**src/rtl/assert_macros.svh**
```systemverilog
// Assertion macros shared by the tokenizer modules.
`ifndef ASSERT_MACROS_SVH
`define ASSERT_MACROS_SVH
// Implication checked at every clock edge outside reset.
`define ASSERT_IMPL(label, clk, rst_n, ante, cons) \
    label: assert property (@(posedge clk) disable iff (!rst_n) (ante) |-> (cons)) \
        else $error("assertion failed");
// Implication whose consequent is checked in the next cycle.
`define ASSERT_NEXT(label, clk, rst_n, ante, cons) \
    label: assert property (@(posedge clk) disable iff (!rst_n) (ante) |=> (cons)) \
        else $error("assertion failed");
`endif

```
**src/rtl/cst_pkg.sv**
```systemverilog
// Package of types, constants and character classes for the source tokenizer.
`timescale 1ns / 1ps
package cst_pkg;
    localparam int SOURCE_BYTES_MAX_DEF = 65536;
    localparam int IDENT_BYTES_MAX_DEF  = 63;
    localparam int OFS_W = 17;

    // Token kinds.
    localparam logic [2:0] K_IDENT = 3'd0;
    localparam logic [2:0] K_NUM   = 3'd1;
    localparam logic [2:0] K_STR   = 3'd2;
    localparam logic [2:0] K_OP    = 3'd3;
    localparam logic [2:0] K_END   = 3'd4;
    localparam logic [2:0] K_ERR   = 3'd5;

    // Error codes.
    localparam logic [3:0] E_NONE    = 4'd0;
    localparam logic [3:0] E_COMMENT = 4'd1;
    localparam logic [3:0] E_LONG    = 4'd2;
    localparam logic [3:0] E_OCTAL   = 4'd3;
    localparam logic [3:0] E_OVF     = 4'd4;
    localparam logic [3:0] E_BADINT  = 4'd5;
    localparam logic [3:0] E_BADLIT  = 4'd6;
    localparam logic [3:0] E_ESCEND  = 4'd7;
    localparam logic [3:0] E_HEXESC  = 4'd8;
    localparam logic [3:0] E_ESC     = 4'd9;
    localparam logic [3:0] E_NONPRT  = 4'd10;
    localparam logic [3:0] E_CHAR    = 4'd11;

    // Lexer modes.
    localparam logic [3:0] M_IDLE  = 4'd0;
    localparam logic [3:0] M_SLASH = 4'd1;
    localparam logic [3:0] M_LINE  = 4'd2;
    localparam logic [3:0] M_BLOCK = 4'd3;
    localparam logic [3:0] M_BSTAR = 4'd4;
    localparam logic [3:0] M_IDENT = 4'd5;
    localparam logic [3:0] M_ZERO  = 4'd6;
    localparam logic [3:0] M_DEC   = 4'd7;
    localparam logic [3:0] M_HEXF  = 4'd8;
    localparam logic [3:0] M_HEX   = 4'd9;
    localparam logic [3:0] M_OP    = 4'd10;
    localparam logic [3:0] M_LIT   = 4'd11;
    localparam logic [3:0] M_ESC   = 4'd12;
    localparam logic [3:0] M_HEX1  = 4'd13;
    localparam logic [3:0] M_HEX2  = 4'd14;

    // One result token.
    typedef struct packed {
        logic [2:0]       kind;
        logic [63:0]      value;
        logic [7:0]       op_a;
        logic [7:0]       op_b;
        logic [OFS_W-1:0] start;
        logic [OFS_W-1:0] len;
        logic [3:0]       err;
    } t_tok;

    // Result pair of one transaction.
    typedef struct packed {
        logic [1:0] cnt;
        t_tok       t0;
        t_tok       t1;
    } t_res;

    function automatic logic is_alpha(input logic [7:0] c);
        return (c >= "a" && c <= "z") || (c >= "A" && c <= "Z") || c == "_";
    endfunction

    function automatic logic is_digit(input logic [7:0] c);
        return c >= "0" && c <= "9";
    endfunction

    function automatic logic is_op(input logic [7:0] c);
        case (c)
            "{", "}", "(", ")", ";", ",", "+", "-", "*", "/", "%", "&", "|", "^",
            "~", "!", "=", "<", ">": return 1'b1;
            default: return 1'b0;
        endcase
    endfunction

    function automatic logic is_assign(input logic [7:0] c);
        case (c)
            "=", "!", "<", ">", "+", "-", "*", "/", "%", "&", "|", "^": return 1'b1;
            default: return 1'b0;
        endcase
    endfunction

    function automatic logic is_double(input logic [7:0] c);
        case (c)
            "<", ">", "&", "|", "+", "-": return 1'b1;
            default: return 1'b0;
        endcase
    endfunction

    // Hex digit value; bit 4 set means not a hex digit.
    function automatic logic [4:0] hex_val(input logic [7:0] c);
        logic [7:0] t;
        t = 8'd16;
        if (c >= "0" && c <= "9") t = c - 8'd48;
        else if (c >= "a" && c <= "f") t = c - 8'd87;
        else if (c >= "A" && c <= "F") t = c - 8'd55;
        return t[4:0];
    endfunction
endpackage

```
**src/rtl/cst_lex.sv**
```systemverilog
// Lexer state and single-pass per-byte token logic.
`timescale 1ns / 1ps
`include "assert_macros.svh"
module cst_lex #(
    parameter int SOURCE_BYTES_MAX = cst_pkg::SOURCE_BYTES_MAX_DEF,
    parameter int IDENT_BYTES_MAX  = cst_pkg::IDENT_BYTES_MAX_DEF
) (
    input  logic           i_clk,
    input  logic           i_rst_n,
    input  logic           i_en,
    input  logic [7:0]     i_byte,
    input  logic           i_end,
    output cst_pkg::t_res  o_res
);
    localparam int OW = cst_pkg::OFS_W;
    localparam int CW = $clog2(SOURCE_BYTES_MAX + 1);

    logic [3:0]    r_mode, n_mode;
    logic [63:0]   r_acc, n_acc;
    logic [7:0]    r_lbyte, n_lbyte;
    logic [1:0]    r_lcnt, n_lcnt;
    logic [3:0]    r_hexh, n_hexh;
    logic [7:0]    r_pop, n_pop;
    logic          r_dq, n_dq;
    logic [OW-1:0] r_tstart, n_tstart;
    logic [CW-1:0] r_ofs, n_ofs;
    logic          r_fail, n_fail;
    cst_pkg::t_res res;

    logic [OW-1:0] ofs, len;
    logic [4:0]    h;
    logic [63:0]   acc10, acc16;
    logic [67:0]   sum10;
    logic          ovf10, ovf16;

    assign ofs = OW'(r_ofs);
    assign len = ofs - r_tstart;
    assign h   = cst_pkg::hex_val(i_byte);
    // Decimal and hex step with exact overflow detection.
    assign sum10 = {4'd0, r_acc} * 68'd10 + {64'd0, i_byte[3:0]};
    assign ovf10 = |sum10[67:64];
    assign acc10 = sum10[63:0];
    assign ovf16 = |r_acc[63:60];
    assign acc16 = {r_acc[59:0], h[3:0]};

    function automatic cst_pkg::t_tok mk(input logic [2:0] k, input logic [63:0] v,
                                         input logic [7:0] a, input logic [7:0] b,
                                         input logic [OW-1:0] s, input logic [OW-1:0] l,
                                         input logic [3:0] e);
        cst_pkg::t_tok t;
        t.kind = k; t.value = v; t.op_a = a; t.op_b = b; t.start = s; t.len = l; t.err = e;
        return t;
    endfunction

    // Per-byte and end-marker update.
    always_comb begin
        cst_pkg::t_tok pt;
        logic          pv;
        logic          st;
        logic          ch;
        logic [7:0]    chv;
        logic [7:0]    c;
        logic          fl;
        logic [3:0]    fc;
        c = i_byte;
        n_mode = r_mode; n_acc = r_acc; n_lbyte = r_lbyte; n_lcnt = r_lcnt;
        n_hexh = r_hexh; n_pop = r_pop; n_dq = r_dq; n_tstart = r_tstart;
        n_ofs = r_ofs; n_fail = r_fail;
        pt = '0; pv = 1'b0; st = 1'b0; ch = 1'b0; chv = c; fl = 1'b0; fc = cst_pkg::E_NONE;
        res = '0;
        if (i_end) begin
            if (!r_fail) begin
                case (r_mode)
                    cst_pkg::M_SLASH: begin
                        pv = 1'b1; pt = mk(cst_pkg::K_OP, 64'd0, "/", 8'd0, r_tstart, 17'd1,
                                           cst_pkg::E_NONE);
                    end
                    cst_pkg::M_BLOCK, cst_pkg::M_BSTAR: begin fl = 1'b1; fc = cst_pkg::E_COMMENT; end
                    cst_pkg::M_IDENT: begin
                        pv = 1'b1; pt = mk(cst_pkg::K_IDENT, 64'd0, 8'd0, 8'd0, r_tstart, len,
                                           cst_pkg::E_NONE);
                    end
                    cst_pkg::M_ZERO, cst_pkg::M_DEC, cst_pkg::M_HEX: begin
                        pv = 1'b1; pt = mk(cst_pkg::K_NUM, r_acc, 8'd0, 8'd0, r_tstart, len,
                                           cst_pkg::E_NONE);
                    end
                    cst_pkg::M_HEXF: begin fl = 1'b1; fc = cst_pkg::E_BADINT; end
                    cst_pkg::M_OP: begin
                        pv = 1'b1; pt = mk(cst_pkg::K_OP, 64'd0, r_pop, 8'd0, r_tstart, 17'd1,
                                           cst_pkg::E_NONE);
                    end
                    cst_pkg::M_LIT: begin fl = 1'b1; fc = cst_pkg::E_BADLIT; end
                    cst_pkg::M_ESC: begin fl = 1'b1; fc = cst_pkg::E_ESCEND; end
                    cst_pkg::M_HEX1, cst_pkg::M_HEX2: begin fl = 1'b1; fc = cst_pkg::E_HEXESC; end
                    default: ;
                endcase
            end
            if (fl) begin
                pv = 1'b1; pt = mk(cst_pkg::K_ERR, 64'd0, 8'd0, 8'd0, r_tstart, 17'd0, fc);
            end
            res.cnt = pv ? 2'd2 : 2'd1;
            res.t0 = pv ? pt : mk(cst_pkg::K_END, 64'd0, 8'd0, 8'd0, ofs, 17'd0, cst_pkg::E_NONE);
            res.t1 = mk(cst_pkg::K_END, 64'd0, 8'd0, 8'd0, ofs, 17'd0, cst_pkg::E_NONE);
            n_mode = cst_pkg::M_IDLE; n_acc = '0; n_lbyte = '0; n_lcnt = '0; n_hexh = '0;
            n_pop = '0; n_dq = 1'b0; n_tstart = '0; n_ofs = '0; n_fail = 1'b0;
        end else if (r_ofs < CW'(SOURCE_BYTES_MAX)) begin
            n_ofs = r_ofs + 1'b1;
            if (!r_fail) begin
                case (r_mode)
                    cst_pkg::M_SLASH: begin
                        if (c == "/") n_mode = cst_pkg::M_LINE;
                        else if (c == "*") n_mode = cst_pkg::M_BLOCK;
                        else if (c == "=") begin
                            pv = 1'b1; n_mode = cst_pkg::M_IDLE;
                            pt = mk(cst_pkg::K_OP, 64'd0, "/", "=", r_tstart, 17'd2,
                                    cst_pkg::E_NONE);
                        end else begin
                            pv = 1'b1; st = 1'b1;
                            pt = mk(cst_pkg::K_OP, 64'd0, "/", 8'd0, r_tstart, 17'd1,
                                    cst_pkg::E_NONE);
                        end
                    end
                    cst_pkg::M_LINE: if (c == 8'h0a || c == 8'h0d) n_mode = cst_pkg::M_IDLE;
                    cst_pkg::M_BLOCK: if (c == "*") n_mode = cst_pkg::M_BSTAR;
                    cst_pkg::M_BSTAR: begin
                        if (c == "/") n_mode = cst_pkg::M_IDLE;
                        else if (c != "*") n_mode = cst_pkg::M_BLOCK;
                    end
                    cst_pkg::M_IDENT: begin
                        if (cst_pkg::is_alpha(c) || cst_pkg::is_digit(c)) begin
                            if ({1'b0, len} + 18'd1 > 18'(IDENT_BYTES_MAX)) begin
                                fl = 1'b1; fc = cst_pkg::E_LONG;
                            end
                        end else begin
                            pv = 1'b1; st = 1'b1;
                            pt = mk(cst_pkg::K_IDENT, 64'd0, 8'd0, 8'd0, r_tstart, len,
                                    cst_pkg::E_NONE);
                        end
                    end
                    cst_pkg::M_ZERO: begin
                        if (c == "x" || c == "X") n_mode = cst_pkg::M_HEXF;
                        else if (cst_pkg::is_digit(c)) begin fl = 1'b1; fc = cst_pkg::E_OCTAL; end
                        else if (cst_pkg::is_alpha(c)) begin fl = 1'b1; fc = cst_pkg::E_BADINT; end
                        else begin
                            pv = 1'b1; st = 1'b1;
                            pt = mk(cst_pkg::K_NUM, 64'd0, 8'd0, 8'd0, r_tstart, len,
                                    cst_pkg::E_NONE);
                        end
                    end
                    cst_pkg::M_DEC: begin
                        if (cst_pkg::is_digit(c)) begin
                            if (ovf10) begin fl = 1'b1; fc = cst_pkg::E_OVF; end
                            else n_acc = acc10;
                        end else if (cst_pkg::is_alpha(c)) begin
                            fl = 1'b1; fc = cst_pkg::E_BADINT;
                        end else begin
                            pv = 1'b1; st = 1'b1;
                            pt = mk(cst_pkg::K_NUM, r_acc, 8'd0, 8'd0, r_tstart, len,
                                    cst_pkg::E_NONE);
                        end
                    end
                    cst_pkg::M_HEXF, cst_pkg::M_HEX: begin
                        if (!h[4]) begin
                            if (ovf16) begin fl = 1'b1; fc = cst_pkg::E_OVF; end
                            else begin n_acc = acc16; n_mode = cst_pkg::M_HEX; end
                        end else if (r_mode == cst_pkg::M_HEXF || cst_pkg::is_alpha(c)
                                     || cst_pkg::is_digit(c)) begin
                            fl = 1'b1; fc = cst_pkg::E_BADINT;
                        end else begin
                            pv = 1'b1; st = 1'b1;
                            pt = mk(cst_pkg::K_NUM, r_acc, 8'd0, 8'd0, r_tstart, len,
                                    cst_pkg::E_NONE);
                        end
                    end
                    cst_pkg::M_OP: begin
                        pv = 1'b1;
                        if ((c == "=" && cst_pkg::is_assign(r_pop)) ||
                            (c == r_pop && cst_pkg::is_double(r_pop))) begin
                            n_mode = cst_pkg::M_IDLE;
                            pt = mk(cst_pkg::K_OP, 64'd0, r_pop, c, r_tstart, 17'd2,
                                    cst_pkg::E_NONE);
                        end else begin
                            st = 1'b1;
                            pt = mk(cst_pkg::K_OP, 64'd0, r_pop, 8'd0, r_tstart, 17'd1,
                                    cst_pkg::E_NONE);
                        end
                    end
                    cst_pkg::M_LIT: begin
                        if (c == (r_dq ? 8'h22 : 8'h27)) begin
                            if (!r_dq && r_lcnt != 2'd1) begin fl = 1'b1; fc = cst_pkg::E_BADLIT; end
                            else begin
                                pv = 1'b1; n_mode = cst_pkg::M_IDLE;
                                pt = mk(r_dq ? cst_pkg::K_STR : cst_pkg::K_NUM,
                                        {56'd0, r_lbyte}, 8'd0, 8'd0, r_tstart, len + 17'd1,
                                        cst_pkg::E_NONE);
                            end
                        end else if (c == 8'h5c) n_mode = cst_pkg::M_ESC;
                        else if (c < 8'd32 || c > 8'd126) begin fl = 1'b1; fc = cst_pkg::E_NONPRT; end
                        else ch = 1'b1;
                    end
                    cst_pkg::M_ESC: begin
                        n_mode = cst_pkg::M_LIT;
                        case (c)
                            "n": begin ch = 1'b1; chv = 8'h0a; end
                            "r": begin ch = 1'b1; chv = 8'h0d; end
                            "t": begin ch = 1'b1; chv = 8'h09; end
                            "0": begin ch = 1'b1; chv = 8'h00; end
                            "x": n_mode = cst_pkg::M_HEX1;
                            8'h5c, 8'h22, 8'h27: ch = 1'b1;
                            default: begin fl = 1'b1; fc = cst_pkg::E_ESC; end
                        endcase
                    end
                    cst_pkg::M_HEX1: begin
                        if (!h[4]) begin n_hexh = h[3:0]; n_mode = cst_pkg::M_HEX2; end
                        else begin fl = 1'b1; fc = cst_pkg::E_HEXESC; end
                    end
                    cst_pkg::M_HEX2: begin
                        if (!h[4]) begin
                            ch = 1'b1; chv = {r_hexh, h[3:0]}; n_mode = cst_pkg::M_LIT;
                        end else begin fl = 1'b1; fc = cst_pkg::E_HEXESC; end
                    end
                    default: st = 1'b1;
                endcase
                if (ch) begin
                    n_lbyte = chv;
                    if (r_lcnt < 2'd2) n_lcnt = r_lcnt + 2'd1;
                end
                // Start of a new token from idle or after the previous one closed.
                if (st) begin
                    cst_pkg::t_tok t2;
                    logic v2;
                    t2 = '0; v2 = 1'b0;
                    n_mode = cst_pkg::M_IDLE;
                    if (!(c == 8'h20 || c == 8'h09 || c == 8'h0d || c == 8'h0a)) begin
                        n_tstart = ofs;
                        if (c == "/") begin n_mode = cst_pkg::M_SLASH; n_pop = c; end
                        else if (cst_pkg::is_alpha(c)) n_mode = cst_pkg::M_IDENT;
                        else if (c == "0") begin n_mode = cst_pkg::M_ZERO; n_acc = '0; end
                        else if (cst_pkg::is_digit(c)) begin
                            n_mode = cst_pkg::M_DEC; n_acc = {60'd0, c[3:0]};
                        end else if (c == 8'h27 || c == 8'h22) begin
                            n_mode = cst_pkg::M_LIT; n_dq = (c == 8'h22);
                            n_lcnt = '0; n_lbyte = '0;
                        end else if (cst_pkg::is_op(c)) begin
                            if (cst_pkg::is_assign(c)) begin n_mode = cst_pkg::M_OP; n_pop = c; end
                            else begin
                                v2 = 1'b1;
                                t2 = mk(cst_pkg::K_OP, 64'd0, c, 8'd0, ofs, 17'd1,
                                        cst_pkg::E_NONE);
                            end
                        end else begin
                            v2 = 1'b1; n_fail = 1'b1;
                            t2 = mk(cst_pkg::K_ERR, 64'd0, 8'd0, 8'd0, ofs, 17'd0,
                                    cst_pkg::E_CHAR);
                        end
                    end
                    if (v2) begin
                        if (pv) begin res.t1 = t2; res.cnt = 2'd2; end
                        else begin pt = t2; pv = 1'b1; end
                    end
                end
                if (fl) begin
                    pv = 1'b1; n_fail = 1'b1; n_mode = cst_pkg::M_IDLE;
                    pt = mk(cst_pkg::K_ERR, 64'd0, 8'd0, 8'd0, r_tstart, 17'd0, fc);
                end
                res.t0 = pt;
                if (pv && res.cnt == 2'd0) res.cnt = 2'd1;
            end
        end
        o_res = res;
    end

    // State registers.
    always_ff @(posedge i_clk) begin
        if (!i_rst_n) begin
            r_mode <= cst_pkg::M_IDLE; r_acc <= '0; r_lbyte <= '0; r_lcnt <= '0;
            r_hexh <= '0; r_pop <= '0; r_dq <= 1'b0; r_tstart <= '0; r_ofs <= '0;
            r_fail <= 1'b0;
        end else if (i_en) begin
            r_mode <= n_mode; r_acc <= n_acc; r_lbyte <= n_lbyte; r_lcnt <= n_lcnt;
            r_hexh <= n_hexh; r_pop <= n_pop; r_dq <= n_dq; r_tstart <= n_tstart;
            r_ofs <= n_ofs; r_fail <= n_fail;
        end
    end

    `ASSERT_IMPL(a_fail_idle, i_clk, i_rst_n, r_fail, r_mode == cst_pkg::M_IDLE)
    `ASSERT_NEXT(a_end_clears, i_clk, i_rst_n, i_en && i_end, r_ofs == '0 && !r_fail)
    `ASSERT_IMPL(a_ofs_limit, i_clk, i_rst_n, 1'b1, r_ofs <= CW'(SOURCE_BYTES_MAX))
endmodule

```
**src/rtl/cst_out.sv**
```systemverilog
// Result buffer that delivers up to two tokens per transaction.
`timescale 1ns / 1ps
`include "assert_macros.svh"
module cst_out (
    input  logic           i_clk,
    input  logic           i_rst_n,
    input  logic           i_load,
    input  cst_pkg::t_res  i_res,
    output logic           o_free,
    output logic           o_valid,
    output cst_pkg::t_tok  o_tok,
    output logic           o_last,
    input  logic           i_ready
);
    logic [1:0]    r_cnt;
    cst_pkg::t_tok r_t0, r_t1;
    logic          pop;

    assign o_valid = r_cnt != 2'd0;
    assign o_tok   = r_t0;
    assign o_last  = r_cnt == 2'd1;
    assign pop     = o_valid && i_ready;
    // Room for a new pair once the last held token leaves.
    assign o_free  = r_cnt == 2'd0 || (r_cnt == 2'd1 && i_ready);

    // Two-entry shift buffer.
    always_ff @(posedge i_clk) begin
        if (!i_rst_n) begin
            r_cnt <= 2'd0;
        end else if (i_load) begin
            r_cnt <= i_res.cnt;
        end else if (pop) begin
            r_cnt <= r_cnt - 2'd1;
        end
    end

    always_ff @(posedge i_clk) begin
        if (i_load) begin
            r_t0 <= i_res.t0;
            r_t1 <= i_res.t1;
        end else if (pop) begin
            r_t0 <= r_t1;
        end
    end

    `ASSERT_IMPL(a_cnt_range, i_clk, i_rst_n, 1'b1, r_cnt != 2'd3)
    `ASSERT_IMPL(a_load_free, i_clk, i_rst_n, i_load, o_free)
endmodule

```
**src/rtl/c_style_source_tokenizer.sv**
```systemverilog
// Top level of the C-style source tokenizer.
`timescale 1ns / 1ps
// Scans source text at one byte per clock while the buffer has room. Each byte is lexed in
// the same cycle it is accepted, and its tokens (none, one or two) land in a two-entry result
// buffer; the next byte is taken as soon as the buffer can accept the new pair. The end
// marker flushes any pending token and gives the end token.
module c_style_source_tokenizer #(
    parameter int SOURCE_BYTES_MAX = cst_pkg::SOURCE_BYTES_MAX_DEF,
    parameter int IDENT_BYTES_MAX  = cst_pkg::IDENT_BYTES_MAX_DEF
) (
    input  logic         i_clk,
    input  logic         i_rst_n,
    input  logic         s_axis_tvalid,
    output logic         s_axis_tready,
    input  logic [7:0]   s_axis_tdata,   // source_byte
    input  logic         s_axis_tlast,   // end_of_source
    output logic         m_axis_tvalid,
    input  logic         m_axis_tready,
    // token_value, operator_first, operator_second, start_offset, token_length,
    // error_code, zero fill
    output logic [119:0] m_axis_tdata,
    output logic [2:0]   m_axis_tuser,   // token_kind
    output logic         m_axis_tlast    // last_of_run
);
    cst_pkg::t_res res;
    cst_pkg::t_tok tok;
    logic          free, load;

    assign s_axis_tready = free;
    assign load = s_axis_tvalid && free;

    cst_lex #(.SOURCE_BYTES_MAX(SOURCE_BYTES_MAX), .IDENT_BYTES_MAX(IDENT_BYTES_MAX)) u_lex (
        .i_clk(i_clk), .i_rst_n(i_rst_n), .i_en(load), .i_byte(s_axis_tdata),
        .i_end(s_axis_tlast), .o_res(res)
    );

    cst_out u_out (
        .i_clk(i_clk), .i_rst_n(i_rst_n), .i_load(load), .i_res(res), .o_free(free),
        .o_valid(m_axis_tvalid), .o_tok(tok), .o_last(m_axis_tlast), .i_ready(m_axis_tready)
    );

    assign m_axis_tdata = {2'd0, tok.err, tok.len, tok.start, tok.op_b, tok.op_a, tok.value};
    assign m_axis_tuser = tok.kind;
endmodule
```
**config.mk**
```make
export PLATFORM = sky130hd
export DESIGN_NAME = c_style_source_tokenizer
export DESIGN_NICKNAME = d
export VERILOG_FILES = /design/src/rtl/cst_pkg.sv /design/src/rtl/cst_lex.sv /design/src/rtl/cst_out.sv /design/src/rtl/c_style_source_tokenizer.sv
export VERILOG_INCLUDE_DIRS = /design/src /design/src/rtl
export SDC_FILE = /design/constraint.sdc
export NUM_CORES = 1
export LEC_CHECK = 0
export BUFFER_PORTS_ARGS = -buffer_cell sky130_fd_sc_hd__buf_2
export CORE_ASPECT_RATIO = 2
export CORE_UTILIZATION = 50
export DETAILED_ROUTE_END_ITERATION = 8
export PLACE_DENSITY_LB_ADDON = 0.12
export SLEW_MARGIN = 5
export SYNTH_ARGS = -nofsm -noshare
export SYNTH_HDL_FRONTEND = slang
export SYNTH_HIERARCHICAL = 1
export SYNTH_SLANG_ARGS = --single-unit
```
**constraint.sdc**
```tcl
create_clock -name i_clk -period 6.4 [get_ports i_clk]
set_clock_uncertainty 0.15 [all_clocks]
set_input_delay 0.64 -clock i_clk [delete_from_list [all_inputs] [get_ports i_clk]]
set_output_delay 0.64 -clock i_clk [all_outputs]
set_load 0.01 [all_outputs]
```
==> metrics <==
PwrDens 199 nW/um2; Final Hold Fails 0; Synth Instances 3196; register bit total from synthesis 370; via count 27400; Achievable Freq 0.159 GHz; Rows 123; Placed Cells 4162; fin nets 3625; met1 Use GR 34.9%; CTS H-tree lvls 2; Req. time, crit path 6.55 ns; antenna violations before repair 3; yosys warns 6; status completed; Antenna diodes 0; final worst slack 0.0943 ns; fin crit period 6.31 ns; setup_tns 0 ns; Setup crit start kind flop; share of post-route cells with drive strength above 1 19.3%; Worst R2R Start u_lex/r_acc[43]$_SDFFE_PN0P_; largest net degree at the start of global routing 89; Setup Slack @ Placement 0.00232 ns; Die Width 171 um; synth-to-layout area growth 13.5%; max-cap violations 0; clock latency on the worst-skew pair 0.56 ns; GRT Overall Usage 39.7%; post-synthesis sequential area ratio 34.3%; clock slew at reported path FFs 0.08 ns; fin crit share 98.5%; Avg Cell Area, Syn 8.97 um2; total core area 56500 um2; Worst Hold Class flop to flop; Post-synth EDFFs 242; # setup viols final 0; Worst Reg-to-Reg Cells 22; total global routing overflow 0; reg2reg end u_out/o_tok[33]$_DFFE_PP_; DRT Pass-1 Iters 6; worst-path fanout max 11; CP startpoint u_lex/r_acc[43]$_SDFFE_PN0P_; CP endpoint u_out/o_tok[33]$_DFFE_PP_; Sink Count 370; Synth Flop Type edfxtp_1; final core utilization 57.6%; unrepaired setup endpoints after global routing no; die area 58400 um2; TritonCTS clock tree done; ANT nets after route 0; overall power 6.47 mW; GR Layer Usage met2 71.1%; Final GP Congestion 1.01; Vias/cell 6.49; Leak Pwr 13.0 nW; VDD IR max 0.000164 V; Avg WL per Cell 27.5 um; hold_buf cts 0; maximum root-to-sink buffer count 3; IO Pins 139; final WL 116000 um; worst-margin pin slew 1.33 ns; CP arrival 6.45 ns; crit end category flop; buffers added on ports 136; root buf cell clkbuf_16; Slew Limit Fails 0; first-pass GRT wire length 170000 um; reg2reg setup slack 0.09 ns; vias in the first global route 27600; die height 341 um; Rel. slew slack 10.9%; total CTS buffers 36; M3 GR Usage 7.43%; count of cell types in the netlist 109; Post-Syn Area 28700 um2; Post-synth ARST share 0%; grt peak-use layer met2; Starting Density 50.8%; Detail Placement HPWL 90000 um; CP Class flop to flop; number of cells in the finished layout apart from fillers 4230; # DRC 0; DR iter-0 viols 2096
## cell usage after synthesis (66+ instances only)
master,n,area share [%]
a21oi_1,191,3.3
and2_1,90,2.0
buf_4,101,2.6
clkbuf_1,123,1.6
dfxtp_1,128,8.9
edfxtp_1,242,25
ha_1,155,6.8
inv_1,73,0.96
mux2_2,66,2.6
nand2_1,284,3.7
nand3_1,89,1.6
nand4_1,71,1.5
nor2_1,244,3.2
nor3_1,82,1.4
o21ai_0,168,2.9
xnor2_1,103,3.1
## worst min path at each step
stage	start	end	depth (start not counted)
after floorplan	u_lex/r_lbyte[2]$_SDFFE_PN0P_	u_lex/r_lbyte[2]$_SDFFE_PN0P_	2
after global placement	u_lex/r_lbyte[2]$_SDFFE_PN0P_	u_lex/r_lbyte[2]$_SDFFE_PN0P_	2
after detailed placement	u_lex/r_lbyte[2]$_SDFFE_PN0P_	u_lex/r_lbyte[2]$_SDFFE_PN0P_	2
after CTS	u_lex/r_lbyte[2]$_SDFFE_PN0P_	u_lex/r_lbyte[2]$_SDFFE_PN0P_	2
after global routing	u_lex/r_lbyte[2]$_SDFFE_PN0P_	u_lex/r_lbyte[2]$_SDFFE_PN0P_	2
final	u_lex/r_lbyte[2]$_SDFFE_PN0P_	u_lex/r_lbyte[2]$_SDFFE_PN0P_	2
## layout make-up
cell class,instances,area [um2]
Fill cell,5088,23900
Multi-Input combinational cell,2562,17500
Sequential cell,370,9840
Timing Repair Buffer,410,2840
Clock buffer,47,993
Tap cell,750,938
Inverter,74,278
Clock inverter,17,199
## cell families after synthesis
group / Yosys count / share of synthesized area, %
simple gates: 1122 / 20.0
compound gates: 873 / 20.6
flops: 370 / 34.3
buf+inv: 355 / 6.44
mux: 168 / 7.16
fa+ha+maj: 158 / 6.97
xor+xnor: 148 / 4.52
other cells: 2 / 0.0262
## through the flow
step | area [um2] | hold slack [ns]
after global routing | 32600 | 0.367
after global placement | 31200 | 0.316
after detailed placement | 31200 | 0.338
after floorplan | 29000 | 0.294
after CTS | 32400 | 0.348
final | 32600 | 0.354
## registers in the layout, summed over array words and instances, names as in the netlist
name and count:
u_out/o_tok 121, u_out/r_t1 121, u_lex/r_lbyte 8, u_lex/ofs 17, u_lex/r_dq 1, u_lex/r_fail 1, u_lex/r_mode 4, u_lex/r_acc 64
u_out/r_cnt 2, u_lex/r_hexh 4, u_lex/r_pop 8, u_lex/r_tstart 17, u_lex/r_lcnt 2
## repair_timing
action / CTS / global route
resized for setup: 1 / 26
buffers inserted: 0 / 4
pin swaps: 0 / 4
endpoints found under the setup margin: 1 / 59
hold endpoints to repair: 0 / 0
## per-layer routing
layer  share of wire [%]  up-vias  wire length (um)
met2                  51     1378             59100
met5              0.0095        -                11
li1                    -    12300                 -
met4                  13        2             15100
met1                  30    13100             35100
met3                 5.9      655              6910
## report_power, final
part / switching (mW) / total [mW] / internal (mW)
logic: 0.765 / 1.21 / 0.440
registers: 0.113 / 3.03 / 2.91
clock network: 0.973 / 2.24 / 1.27
total: 1.85 / 6.47 / 4.62
## layout by cell type (no fill, tap or decap), drive strengths merged, types with 44 or more instances in the layout
cell type / n
a22oi: 52
nand3: 89
mux2: 124
nand2: 285
a21o: 46
dfxtp: 128
conb: 93
and2: 95
ha: 155
mux2i: 44
nor2b: 59
o211ai: 50
clkbuf: 47
nor3: 86
o21ai: 196
a21oi: 191
nor2: 246
buf: 410
xnor2: 103
inv: 75
xor2: 45
nand4: 71
edfxtp: 242
## worst max-delay path, cell delays in order, from the launching register on
cell and delay, ns:
dfxtp_1 0.46, buf_4 0.23, ha_1 0.26, ha_1 0.53
nand4_1 0.25, nor4_1 0.23, buf_4 0.19, nor2_1 0.04
a21oi_1 0.52, o31ai_1 0.20, and2_1 0.21, or4b_4 0.53
or3_4 0.42, nor3_4 0.25, buf_4 0.17, and4_1 0.21
buf_4 0.14, nor3_4 0.04, buf_4 0.16, buf_4 0.20
o211ai_1 0.20, o221ai_1 0.14, mux2_2 0.29
No activity file was read; power rests on OpenSTA's default activity.
